$ cat config.mk
export PLATFORM = sky130hd
export DESIGN_NAME = response_frame_checksum_matcher_core_flat
export DESIGN_NICKNAME = d
export VERILOG_FILES = /design/src/sv/rfcm_pkg.sv /design/src/sv/rfcm_if.sv /design/src/sv/response_frame_checksum_matcher_core.sv /design/src/sv/rfcm_match.sv /design/src/flat_wrapper.sv
export SDC_FILE = /design/constraint.sdc
export NUM_CORES = 1
export LEC_CHECK = 0
export ABC_AREA = 1
export BUFFER_PORTS_ARGS = -buffer_cell sky130_fd_sc_hd__buf_2
export CAP_MARGIN = 20
export CORE_MARGIN = 5
export CORE_UTILIZATION = 40
export DETAILED_ROUTE_END_ITERATION = 8
export GPL_ROUTABILITY_DRIVEN = 0
export PLACE_DENSITY = 0.65
export SLEW_MARGIN = 15
export SYNTH_ARGS = -nofsm -noshare
export SYNTH_HDL_FRONTEND = slang
export SYNTH_SLANG_ARGS = --single-unit
export TNS_END_PERCENT = 5
$ cat constraint.sdc
create_clock -name clk -period 7.05 [get_ports clk]
set_clock_uncertainty 0.05 [all_clocks]
set_input_delay 1.41 -clock clk [delete_from_list [all_inputs] [get_ports clk]]
set_output_delay 1.41 -clock clk [all_outputs]
set_load 0.05 [all_outputs]
$ cat src/sv/rfcm_pkg.sv
package rfcm_pkg;

  localparam int unsigned BYTE_W       = 8;
  localparam int unsigned WORD_W       = 16;
  localparam int unsigned FRAME_LENGTH = 10;
  localparam int unsigned FRAME_STORE  = FRAME_LENGTH - 1;
  localparam int unsigned POS_W        = $clog2(FRAME_LENGTH);
  localparam int unsigned MAX_DEVICES  = 8;
  localparam int unsigned DEV_IDX_W    = $clog2(MAX_DEVICES);
  localparam int unsigned DEV_COUNT_W  = 4;
  localparam int unsigned ADDR_TABLE_W = MAX_DEVICES * BYTE_W;
  localparam int unsigned CFG_INDEX_W  = 2;
  localparam int unsigned CFG_DATA_W   = 64;

  localparam logic [POS_W-1:0] LAST_POS = POS_W'(FRAME_LENGTH - 1);

  typedef enum logic [CFG_INDEX_W-1:0] {
    CFG_DEVICE_COUNT = 2'd0,
    CFG_ADDR_TABLE   = 2'd1
  } cfg_reg_t;

  // Outcome of the checksum compare against the address table
  typedef struct packed {
    logic                 hit;
    logic [DEV_IDX_W-1:0] idx;
  } match_t;

endpackage

$ cat src/sv/rfcm_if.sv
interface rfcm_rx_if import rfcm_pkg::*; ();
  logic              valid;
  logic              ready;
  logic [BYTE_W-1:0] rx_byte;
  logic              frame_start;

  modport source (output valid, output rx_byte, output frame_start, input ready);
  modport sink   (input valid, input rx_byte, input frame_start, output ready);
endinterface

interface rfcm_res_if import rfcm_pkg::*; ();
  logic                 valid;
  logic                 ready;
  logic                 matched;
  logic [DEV_IDX_W-1:0] device_index;
  logic [WORD_W-1:0]    measured_value;
  logic [WORD_W-1:0]    setpoint_value;
  logic [BYTE_W-1:0]    output_value;
  logic [BYTE_W-1:0]    alarm_status;
  logic [WORD_W-1:0]    parameter_value;

  modport source (output valid, output matched, output device_index,
                  output measured_value, output setpoint_value, output output_value,
                  output alarm_status, output parameter_value, input ready);
  modport sink   (input valid, input matched, input device_index,
                  input measured_value, input setpoint_value, input output_value,
                  input alarm_status, input parameter_value, output ready);
endinterface

interface rfcm_cfg_if import rfcm_pkg::*; ();
  logic                   valid;
  logic                   ready;
  logic [CFG_INDEX_W-1:0] reg_index;
  logic [CFG_DATA_W-1:0]  data;

  modport source (output valid, output reg_index, output data, input ready);
  modport sink   (input valid, input reg_index, input data, output ready);
endinterface

$ cat src/sv/response_frame_checksum_matcher_core.sv
// Response frame checksum matcher.
// rx channel: one received byte per transaction; frame_start marks byte 0 of a
// frame and resynchronizes the byte counter. Ten bytes make a frame: measured
// value, setpoint, output byte, alarm byte, parameter (16-bit fields little
// endian) and a 16-bit checksum. The checksum must equal the field sum plus the
// address of one of the first device_count table entries (mod 2^16).
// res channel: one transaction per completed frame carrying the match flag,
// lowest matching device index and the decoded fields (all zero on no match).
// cfg channel: register writes, always ready; index 0 = device_count (values
// above 8 act as 8), index 1 = packed 8-bit device address table.
// Throughput: one byte per cycle. After the tenth byte's transaction the result
// goes through the sum register, then the compare into the output register.
// rx.ready drops only when both pipeline registers hold a frame and res is
// stalled; bytes 0..8 then wait too.
// Reset (rst, synchronous) clears the byte counter, the pipeline valids and
// the configuration (zero devices, zero table).
module response_frame_checksum_matcher_core import rfcm_pkg::*; (
  input  logic      clk,
  input  logic      rst,
  rfcm_cfg_if.sink  cfg,
  rfcm_rx_if.sink   rx,
  rfcm_res_if.source res
);

  // configuration
  logic [DEV_COUNT_W-1:0]  dev_count;
  logic [ADDR_TABLE_W-1:0] addr_table;
  logic [DEV_COUNT_W-1:0]  dev_count_eff;

  // frame assembly
  logic [POS_W-1:0]  byte_position;
  logic [POS_W-1:0]  pos_eff;
  logic [BYTE_W-1:0] frame_bytes [FRAME_STORE];
  logic              rx_fire;
  logic              last_byte;

  // sum stage
  logic              s1_valid;
  logic [WORD_W-1:0] s1_sum;
  logic [WORD_W-1:0] s1_rx;
  logic [WORD_W-1:0] s1_pv;
  logic [WORD_W-1:0] s1_sv;
  logic [BYTE_W-1:0] s1_ov;
  logic [BYTE_W-1:0] s1_al;
  logic [WORD_W-1:0] s1_pr;
  logic [WORD_W-1:0] pv_next;
  logic [WORD_W-1:0] sv_next;
  logic [WORD_W-1:0] pr_next;
  logic [WORD_W-1:0] sum_next;

  // output register
  logic                 out_valid;
  logic                 out_matched;
  logic [DEV_IDX_W-1:0] out_idx;
  logic [WORD_W-1:0]    out_pv;
  logic [WORD_W-1:0]    out_sv;
  logic [BYTE_W-1:0]    out_ov;
  logic [BYTE_W-1:0]    out_al;
  logic [WORD_W-1:0]    out_pr;
  logic                 out_load;
  logic                 s1_free;
  match_t               match;

  // ---------------- configuration port ----------------
  assign cfg.ready = 1'b1;

  always_ff @(posedge clk) begin
    if (rst) begin
      dev_count  <= '0;
      addr_table <= '0;
    end else if (cfg.valid) begin
      case (cfg.reg_index)
        CFG_DEVICE_COUNT: dev_count  <= cfg.data[DEV_COUNT_W-1:0];
        CFG_ADDR_TABLE:   addr_table <= cfg.data[ADDR_TABLE_W-1:0];
        default: ;
      endcase
    end
  end

  assign dev_count_eff = (dev_count > DEV_COUNT_W'(MAX_DEVICES)) ?
                         DEV_COUNT_W'(MAX_DEVICES) : dev_count;

  // ---------------- handshake ----------------
  assign out_load = !out_valid || res.ready;
  assign s1_free  = !s1_valid || out_load;
  assign rx.ready = s1_free;
  assign rx_fire  = rx.valid && rx.ready;

  // ---------------- frame assembly ----------------
  assign pos_eff   = rx.frame_start ? '0 : byte_position;
  assign last_byte = (pos_eff == LAST_POS);

  always_ff @(posedge clk) begin
    if (rst) begin
      byte_position <= '0;
    end else if (rx_fire) begin
      byte_position <= last_byte ? '0 : POS_W'(pos_eff + 1'b1);
    end
  end

  // byte store, no reset: every entry is written before the frame end reads it
  always_ff @(posedge clk) begin
    if (rx_fire && !last_byte) begin
      frame_bytes[pos_eff] <= rx.rx_byte;
    end
  end

  // field decode and 16-bit field sum on the tenth byte
  assign pv_next  = {frame_bytes[1], frame_bytes[0]};
  assign sv_next  = {frame_bytes[3], frame_bytes[2]};
  assign pr_next  = {frame_bytes[7], frame_bytes[6]};
  assign sum_next = WORD_W'(pv_next + sv_next + {frame_bytes[5], BYTE_W'(0)}
                            + WORD_W'(frame_bytes[4]) + pr_next);

  always_ff @(posedge clk) begin
    if (rst) begin
      s1_valid <= 1'b0;
    end else if (s1_free) begin
      s1_valid <= rx_fire && last_byte;
    end
  end

  always_ff @(posedge clk) begin
    if (rx_fire && last_byte) begin
      s1_sum <= sum_next;
      s1_rx  <= {rx.rx_byte, frame_bytes[8]};
      s1_pv  <= pv_next;
      s1_sv  <= sv_next;
      s1_ov  <= frame_bytes[4];
      s1_al  <= frame_bytes[5];
      s1_pr  <= pr_next;
    end
  end

  // ---------------- checksum compare ----------------
  rfcm_match u_match (
    .sum        (s1_sum),
    .rx_sum     (s1_rx),
    .addr_table (addr_table),
    .dev_count  (dev_count_eff),
    .match      (match)
  );

  always_ff @(posedge clk) begin
    if (rst) begin
      out_valid <= 1'b0;
    end else if (out_load) begin
      out_valid <= s1_valid;
    end
  end

  // fields are zeroed when no device matched
  always_ff @(posedge clk) begin
    if (out_load && s1_valid) begin
      out_matched <= match.hit;
      out_idx     <= match.hit ? match.idx : '0;
      out_pv      <= match.hit ? s1_pv : '0;
      out_sv      <= match.hit ? s1_sv : '0;
      out_ov      <= match.hit ? s1_ov : '0;
      out_al      <= match.hit ? s1_al : '0;
      out_pr      <= match.hit ? s1_pr : '0;
    end
  end

  assign res.valid           = out_valid;
  assign res.matched         = out_matched;
  assign res.device_index    = out_idx;
  assign res.measured_value  = out_pv;
  assign res.setpoint_value  = out_sv;
  assign res.output_value    = out_ov;
  assign res.alarm_status    = out_al;
  assign res.parameter_value = out_pr;

  // ---------------- assertions ----------------
  a_pos_range: assert property (@(posedge clk) disable iff (rst)
    byte_position <= LAST_POS)
    else $error("byte counter past frame end");

  a_frame_to_s1: assert property (@(posedge clk) disable iff (rst)
    rx_fire && last_byte |=> s1_valid)
    else $error("completed frame lost before sum stage");

  a_nomatch_zero: assert property (@(posedge clk) disable iff (rst)
    out_valid && !out_matched |-> out_idx == '0 && out_pv == '0 && out_sv == '0 &&
                                  out_ov == '0 && out_al == '0 && out_pr == '0)
    else $error("unmatched frame carries nonzero fields");

  a_idx_enabled: assert property (@(posedge clk) disable iff (rst)
    out_valid && out_matched |-> DEV_COUNT_W'(out_idx) < dev_count_eff)
    else $error("match reported on a disabled device");

endmodule

$ cat src/sv/rfcm_match.sv
module rfcm_match import rfcm_pkg::*; (
  input  logic [WORD_W-1:0]       sum,
  input  logic [WORD_W-1:0]       rx_sum,
  input  logic [ADDR_TABLE_W-1:0] addr_table,
  input  logic [DEV_COUNT_W-1:0]  dev_count,
  output match_t                  match
);

  logic [MAX_DEVICES-1:0] hits;

  // per-device compare, gated by the number of enabled devices
  always_comb begin
    for (int i = 0; i < MAX_DEVICES; i++) begin
      hits[i] = (DEV_COUNT_W'(i) < dev_count) &&
                (rx_sum == WORD_W'(sum + WORD_W'(addr_table[i*BYTE_W +: BYTE_W])));
    end
  end

  // lowest index wins
  always_comb begin
    match.hit = |hits;
    match.idx = '0;
    for (int i = MAX_DEVICES - 1; i >= 0; i--) begin
      if (hits[i]) begin
        match.idx = DEV_IDX_W'(i);
      end
    end
  end

endmodule

$ cat src/flat_wrapper.sv
// flat-port wrapper written by rule: the top's interface ports become plain ports
module response_frame_checksum_matcher_core_flat import rfcm_pkg::*;
  (clk, rst, cfg_valid, cfg_reg_index, cfg_data, cfg_ready, rx_valid, rx_rx_byte, rx_frame_start, rx_ready, res_valid, res_matched, res_device_index, res_measured_value, res_setpoint_value, res_output_value, res_alarm_status, res_parameter_value, res_ready);
  rfcm_cfg_if cfg_i ();
  rfcm_rx_if rx_i ();
  rfcm_res_if res_i ();
  input  logic clk;
  input  logic rst;
  input wire logic [$bits(cfg_i.valid)-1:0] cfg_valid;
  input wire logic [$bits(cfg_i.reg_index)-1:0] cfg_reg_index;
  input wire logic [$bits(cfg_i.data)-1:0] cfg_data;
  output wire logic [$bits(cfg_i.ready)-1:0] cfg_ready;
  input wire logic [$bits(rx_i.valid)-1:0] rx_valid;
  input wire logic [$bits(rx_i.rx_byte)-1:0] rx_rx_byte;
  input wire logic [$bits(rx_i.frame_start)-1:0] rx_frame_start;
  output wire logic [$bits(rx_i.ready)-1:0] rx_ready;
  output wire logic [$bits(res_i.valid)-1:0] res_valid;
  output wire logic [$bits(res_i.matched)-1:0] res_matched;
  output wire logic [$bits(res_i.device_index)-1:0] res_device_index;
  output wire logic [$bits(res_i.measured_value)-1:0] res_measured_value;
  output wire logic [$bits(res_i.setpoint_value)-1:0] res_setpoint_value;
  output wire logic [$bits(res_i.output_value)-1:0] res_output_value;
  output wire logic [$bits(res_i.alarm_status)-1:0] res_alarm_status;
  output wire logic [$bits(res_i.parameter_value)-1:0] res_parameter_value;
  input wire logic [$bits(res_i.ready)-1:0] res_ready;
  assign cfg_i.valid = cfg_valid;
  assign cfg_i.reg_index = cfg_reg_index;
  assign cfg_i.data = cfg_data;
  assign cfg_ready = cfg_i.ready;
  assign rx_i.valid = rx_valid;
  assign rx_i.rx_byte = rx_rx_byte;
  assign rx_i.frame_start = rx_frame_start;
  assign rx_ready = rx_i.ready;
  assign res_valid = res_i.valid;
  assign res_matched = res_i.matched;
  assign res_device_index = res_i.device_index;
  assign res_measured_value = res_i.measured_value;
  assign res_setpoint_value = res_i.setpoint_value;
  assign res_output_value = res_i.output_value;
  assign res_alarm_status = res_i.alarm_status;
  assign res_parameter_value = res_i.parameter_value;
  assign res_i.ready = res_ready;
  response_frame_checksum_matcher_core u_core (.clk(clk), .rst(rst), .cfg(cfg_i), .rx(rx_i), .res(res_i));
endmodule
==> parameters.txt <==
Parameter                              Value

Route
  Number of iterations in the first detailed-routing pass    5
  DRT antenna net count    0
  Average routed wire per standard cell    between 15 and 20 um
  Routed wire length    45.9 mm
  Starting DRT DRC Count    about 1,200
  Total via count in the routed design    about 14,000
  Post-route DRC    0
  Mean number of vias per cell    5.05

Worst hold path
  Worst hold path class    flop to flop

Clock network
  Buffer depth of the longest clock path    3
  H-tree levels    2
  Cell chosen for the clock root    sky130_fd_sc_hd__clkbuf_16
  Hold-fix buffers, CTS    0
  TritonCTS clock tree    done
  TritonCTS buffer count    34
  Clock latency at the later pin of the worst-skew pair    about 0.56 ns
  Number of post-CTS setup repair buffers    0
  TritonCTS Sinks    310
  CTS clk-pin slew, worst paths    about 0.06 ns
  Number of gates given a new drive strength after cts    0

Floorplan
  Core Region    roughly 43,000 um^2
  Effective utilization at floorplan    40.3%
  Row count    76
  Number of primary I/O pins    approximately 150
  Chip width    between 200 and 250 um
  Total Die Area    47,600 um^2
  Floorplan die height    approximately 220 um

Power
  Post-layout total power    between 0.004 and 0.005 W
  VDD IR-drop max    about 0.00017 V
  Total internal power    roughly 0.0033 W
  Power per cell area    213 nW/um^2
  Sw frac    22.7%
  Switch Pwr    0.000962 W
  Part of the power in registers    ~47%
  Part of the power in combinational logic    roughly 7.2%
  Clock network fraction of design power    between 40% and 50%
  Static leakage    slightly above 9 nW

Finish
  # fillers    approximately 4,100
  Area grow syn2layout    15.0%
  Total area of multi-input combinational cells    between 7000 and 8000 um^2
  Most common library cell in the layout ignoring fill and taps    sky130_fd_sc_hd__nand2_1
  Fraction of final layout cells sized beyond drive strength 1    a little under an eighth
  Leading cell types in the layout, fill and taps excluded    sky130_fd_sc_hd__nand2_1, sky130_fd_sc_hd__nor2_1, sky130_fd_sc_hd__edfxtp_1, sky130_fd_sc_hd__inv_1, sky130_fd_sc_hd__buf_2
  Area used by sequential logic in the layout    8570 um^2
  Total Nets Final    approximately 2,300

STA
  Period minus WS final    roughly 4.3 ns
  Actual transition at the worst max-transition pin    around 1.1 ns
  Unrepaired setup endpoints after global routing    no
  Final max-slew violation count    0
  Timing-limited maximum frequency    approximately 0.24 GHz
  Total negative slack for setup checks    0 ns
  Number of failing hold endpoints at the final stage    0
  Fraction of the cycle the final worst path needs    ~60%
  Worst max-slew margin expressed relative to the limit    about a quarter
  Final setup violation count    0

Worst setup path
  Critical path's largest stage delay    ~0.63 ns
  Most frequent cell on the critical path    sky130_fd_sc_hd__nand2_1
  Worst path bufs/invs    4
  Crit path kind    flop to flop
  CP max stage cell    sky130_fd_sc_hd__edfxtp_1
  Biggest fanout along the worst timing path    64
  Arrival time at the worst endpoint    4.46 ns
  WP data required    roughly 7.3 ns
  Kind of cell adding the most delay to the critical path    simple AND/OR/NAND/NOR gates
  Crit-path cells    inv_1 > fa_1 > inv_1 > nand2_1 > a21oi_1 > nand3_1 > nand2_1 > nand2_1 > nor2_1 > nand2_1 > o21ai_1 > inv_1 > nand4_1 > nand2_1 > nor2_1 > nand2_2 > inv_4 > nor2_1
  Worst Setup Start Kind    flop
  Crit. End Element    flop

Synthesis
  Post-synthesis sequential element count    310
  Post-Syn Instances    just under 2,000
  Part of the Yosys area used for sequential elements    slightly below 50%
  Cell Area, Synth    17,300 um^2
  Ys Warns    0
  Synth unique cells    43
  Async set-reset flop share out of synthesis    0%
  Syn nets    2,149
  Primary FF master, synth    sky130_fd_sc_hd__edfxtp_1
  Syn avg cell area    roughly 9 um^2
  Number of enable flip-flop cells after synthesis    approximately 240

Global routing
  Global-route met1 utilization    ~25%
  Pin count of the biggest net entering global routing    71
  Overall Global Routing Usage    between 10% and 20%
  Vias in the first global route    13,600
  Antenna violations before repair    2
  Met2 Track Usage GR    between 30% and 40%
  Total grt overflow    0
  Most used routing layer in global routing    met2
  Met3 Usage GRT    3.75%
  First-pass GRT wire length    72.0 mm

Job
  Max-Cap Viols    0

Placed design
  Half-perimeter wire length after placement    33.3 mm
  Port Buffers    between 100 and 150

Run status
  Result of the run    finished clean
-- power groups by stage --
stage               logic, W  clock network, W  registers (W)
floorplan           0.000215                 0        0.00203
global placement    0.000297                 0        0.00204
detailed placement  0.000304                 0        0.00204
CTS                 0.000306           0.00198        0.00200
global route        0.000350           0.00205        0.00200
finish              0.000305           0.00193        0.00200
-- registers in the layout, indices dropped and copies added, names as in the netlist, 16 cells and up --
name,count
u_core.s1_pr,16
u_core.res.setpoint_value,16
u_core.s1_rx,16
u_core.s1_sv,16
u_core.s1_sum,16
u_core.frame_bytes,72
u_core.s1_pv,16
u_core.res.parameter_value,16
u_core.res.measured_value,16
u_core.addr_table,64
-- cell families (layout without fill, tap and decap cells) --
logic type	Yosys count	in the layout	share of synthesized area (%)
flops	310	310	49.5
xor+xnor	109	109	5.64
fa+ha+maj	117	117	10.1
compound gates	196	196	5.96
buf+inv	271	452	6.32
other cells	1	2	0.0216
simple gates	948	948	22.5
-- stage by stage --
step	area, um^2	hold slack, ns	setup slack (ns)	std cells	utilization [%]
after floorplan	17300	0.350	0.196	1952	-
after global placement	18700	0.352	3.02	2656	43.5
after detailed placement	18700	0.355	2.85	2656	43.5
after CTS	19900	0.355	2.79	2718	46.3
after global routing	19900	0.382	2.32	2718	46.3
final	19900	0.355	2.80	2719	46.3
-- cell usage after synthesis (7+ instances only) --
cell type	instances	area share (%)
sky130_fd_sc_hd__inv_2	9	0.19
sky130_fd_sc_hd__o21ai_1	7	0.20
sky130_fd_sc_hd__xnor2_1	42	2.1
sky130_fd_sc_hd__nor3_1	24	0.69
sky130_fd_sc_hd__fa_1	38	4.4
sky130_fd_sc_hd__nand2_1	415	9.0
sky130_fd_sc_hd__xor2_1	64	3.2
sky130_fd_sc_hd__buf_2	9	0.26
sky130_fd_sc_hd__or2_2	8	0.29
sky130_fd_sc_hd__a21oi_1	75	2.2
sky130_fd_sc_hd__nor2_1	325	7.0
sky130_fd_sc_hd__nand3_1	137	4.0
sky130_fd_sc_hd__inv_1	217	4.7
sky130_fd_sc_hd__dfxtp_1	74	8.5
sky130_fd_sc_hd__nand3b_1	7	0.30
sky130_fd_sc_hd__edfxtp_1	236	41
sky130_fd_sc_hd__o21ai_0	91	2.6
sky130_fd_sc_hd__clkbuf_1	22	0.48
sky130_fd_sc_hd__nand4_1	20	0.72
sky130_fd_sc_hd__ha_1	79	5.7
-- cell type report --
| cell class | count | share of cell area (%) |
|---|---|---|
| flip-flops and latches | 310 | 43.0 |
| clock inverters | 22 | 1.70 |
| inverters | 229 | 4.33 |
| well taps | 585 | 3.67 |
| repair buffers | 161 | 4.20 |
| diodes | 1 | 0.0126 |
| multi-input cells | 1371 | 38.6 |
| clock buffers | 40 | 4.43 |
-- routing by layer --
metal	vias to the layer above	wire [um]
met5	-	27
met4	4	1030
met3	77	3170
met2	448	22200
met1	6501	19500
li1	6697	-
-- final timing paths --
kind / end / startpoint / slack, ns / depth (start not counted)
setup reg to reg: u_core.res.output_value[6] / u_core.s1_sum[1] / 2.80 / 18
hold / removal: u_core.s1_rx[4] / u_core.frame_bytes[8][4] / 0.36 / 0
hold reg to reg: u_core.s1_rx[4] / u_core.frame_bytes[8][4] / 0.36 / 0
setup / recovery: u_core.res.output_value[6] / u_core.s1_sum[1] / 2.80 / 18
Note: power is estimated with default switching activity, not from simulation.
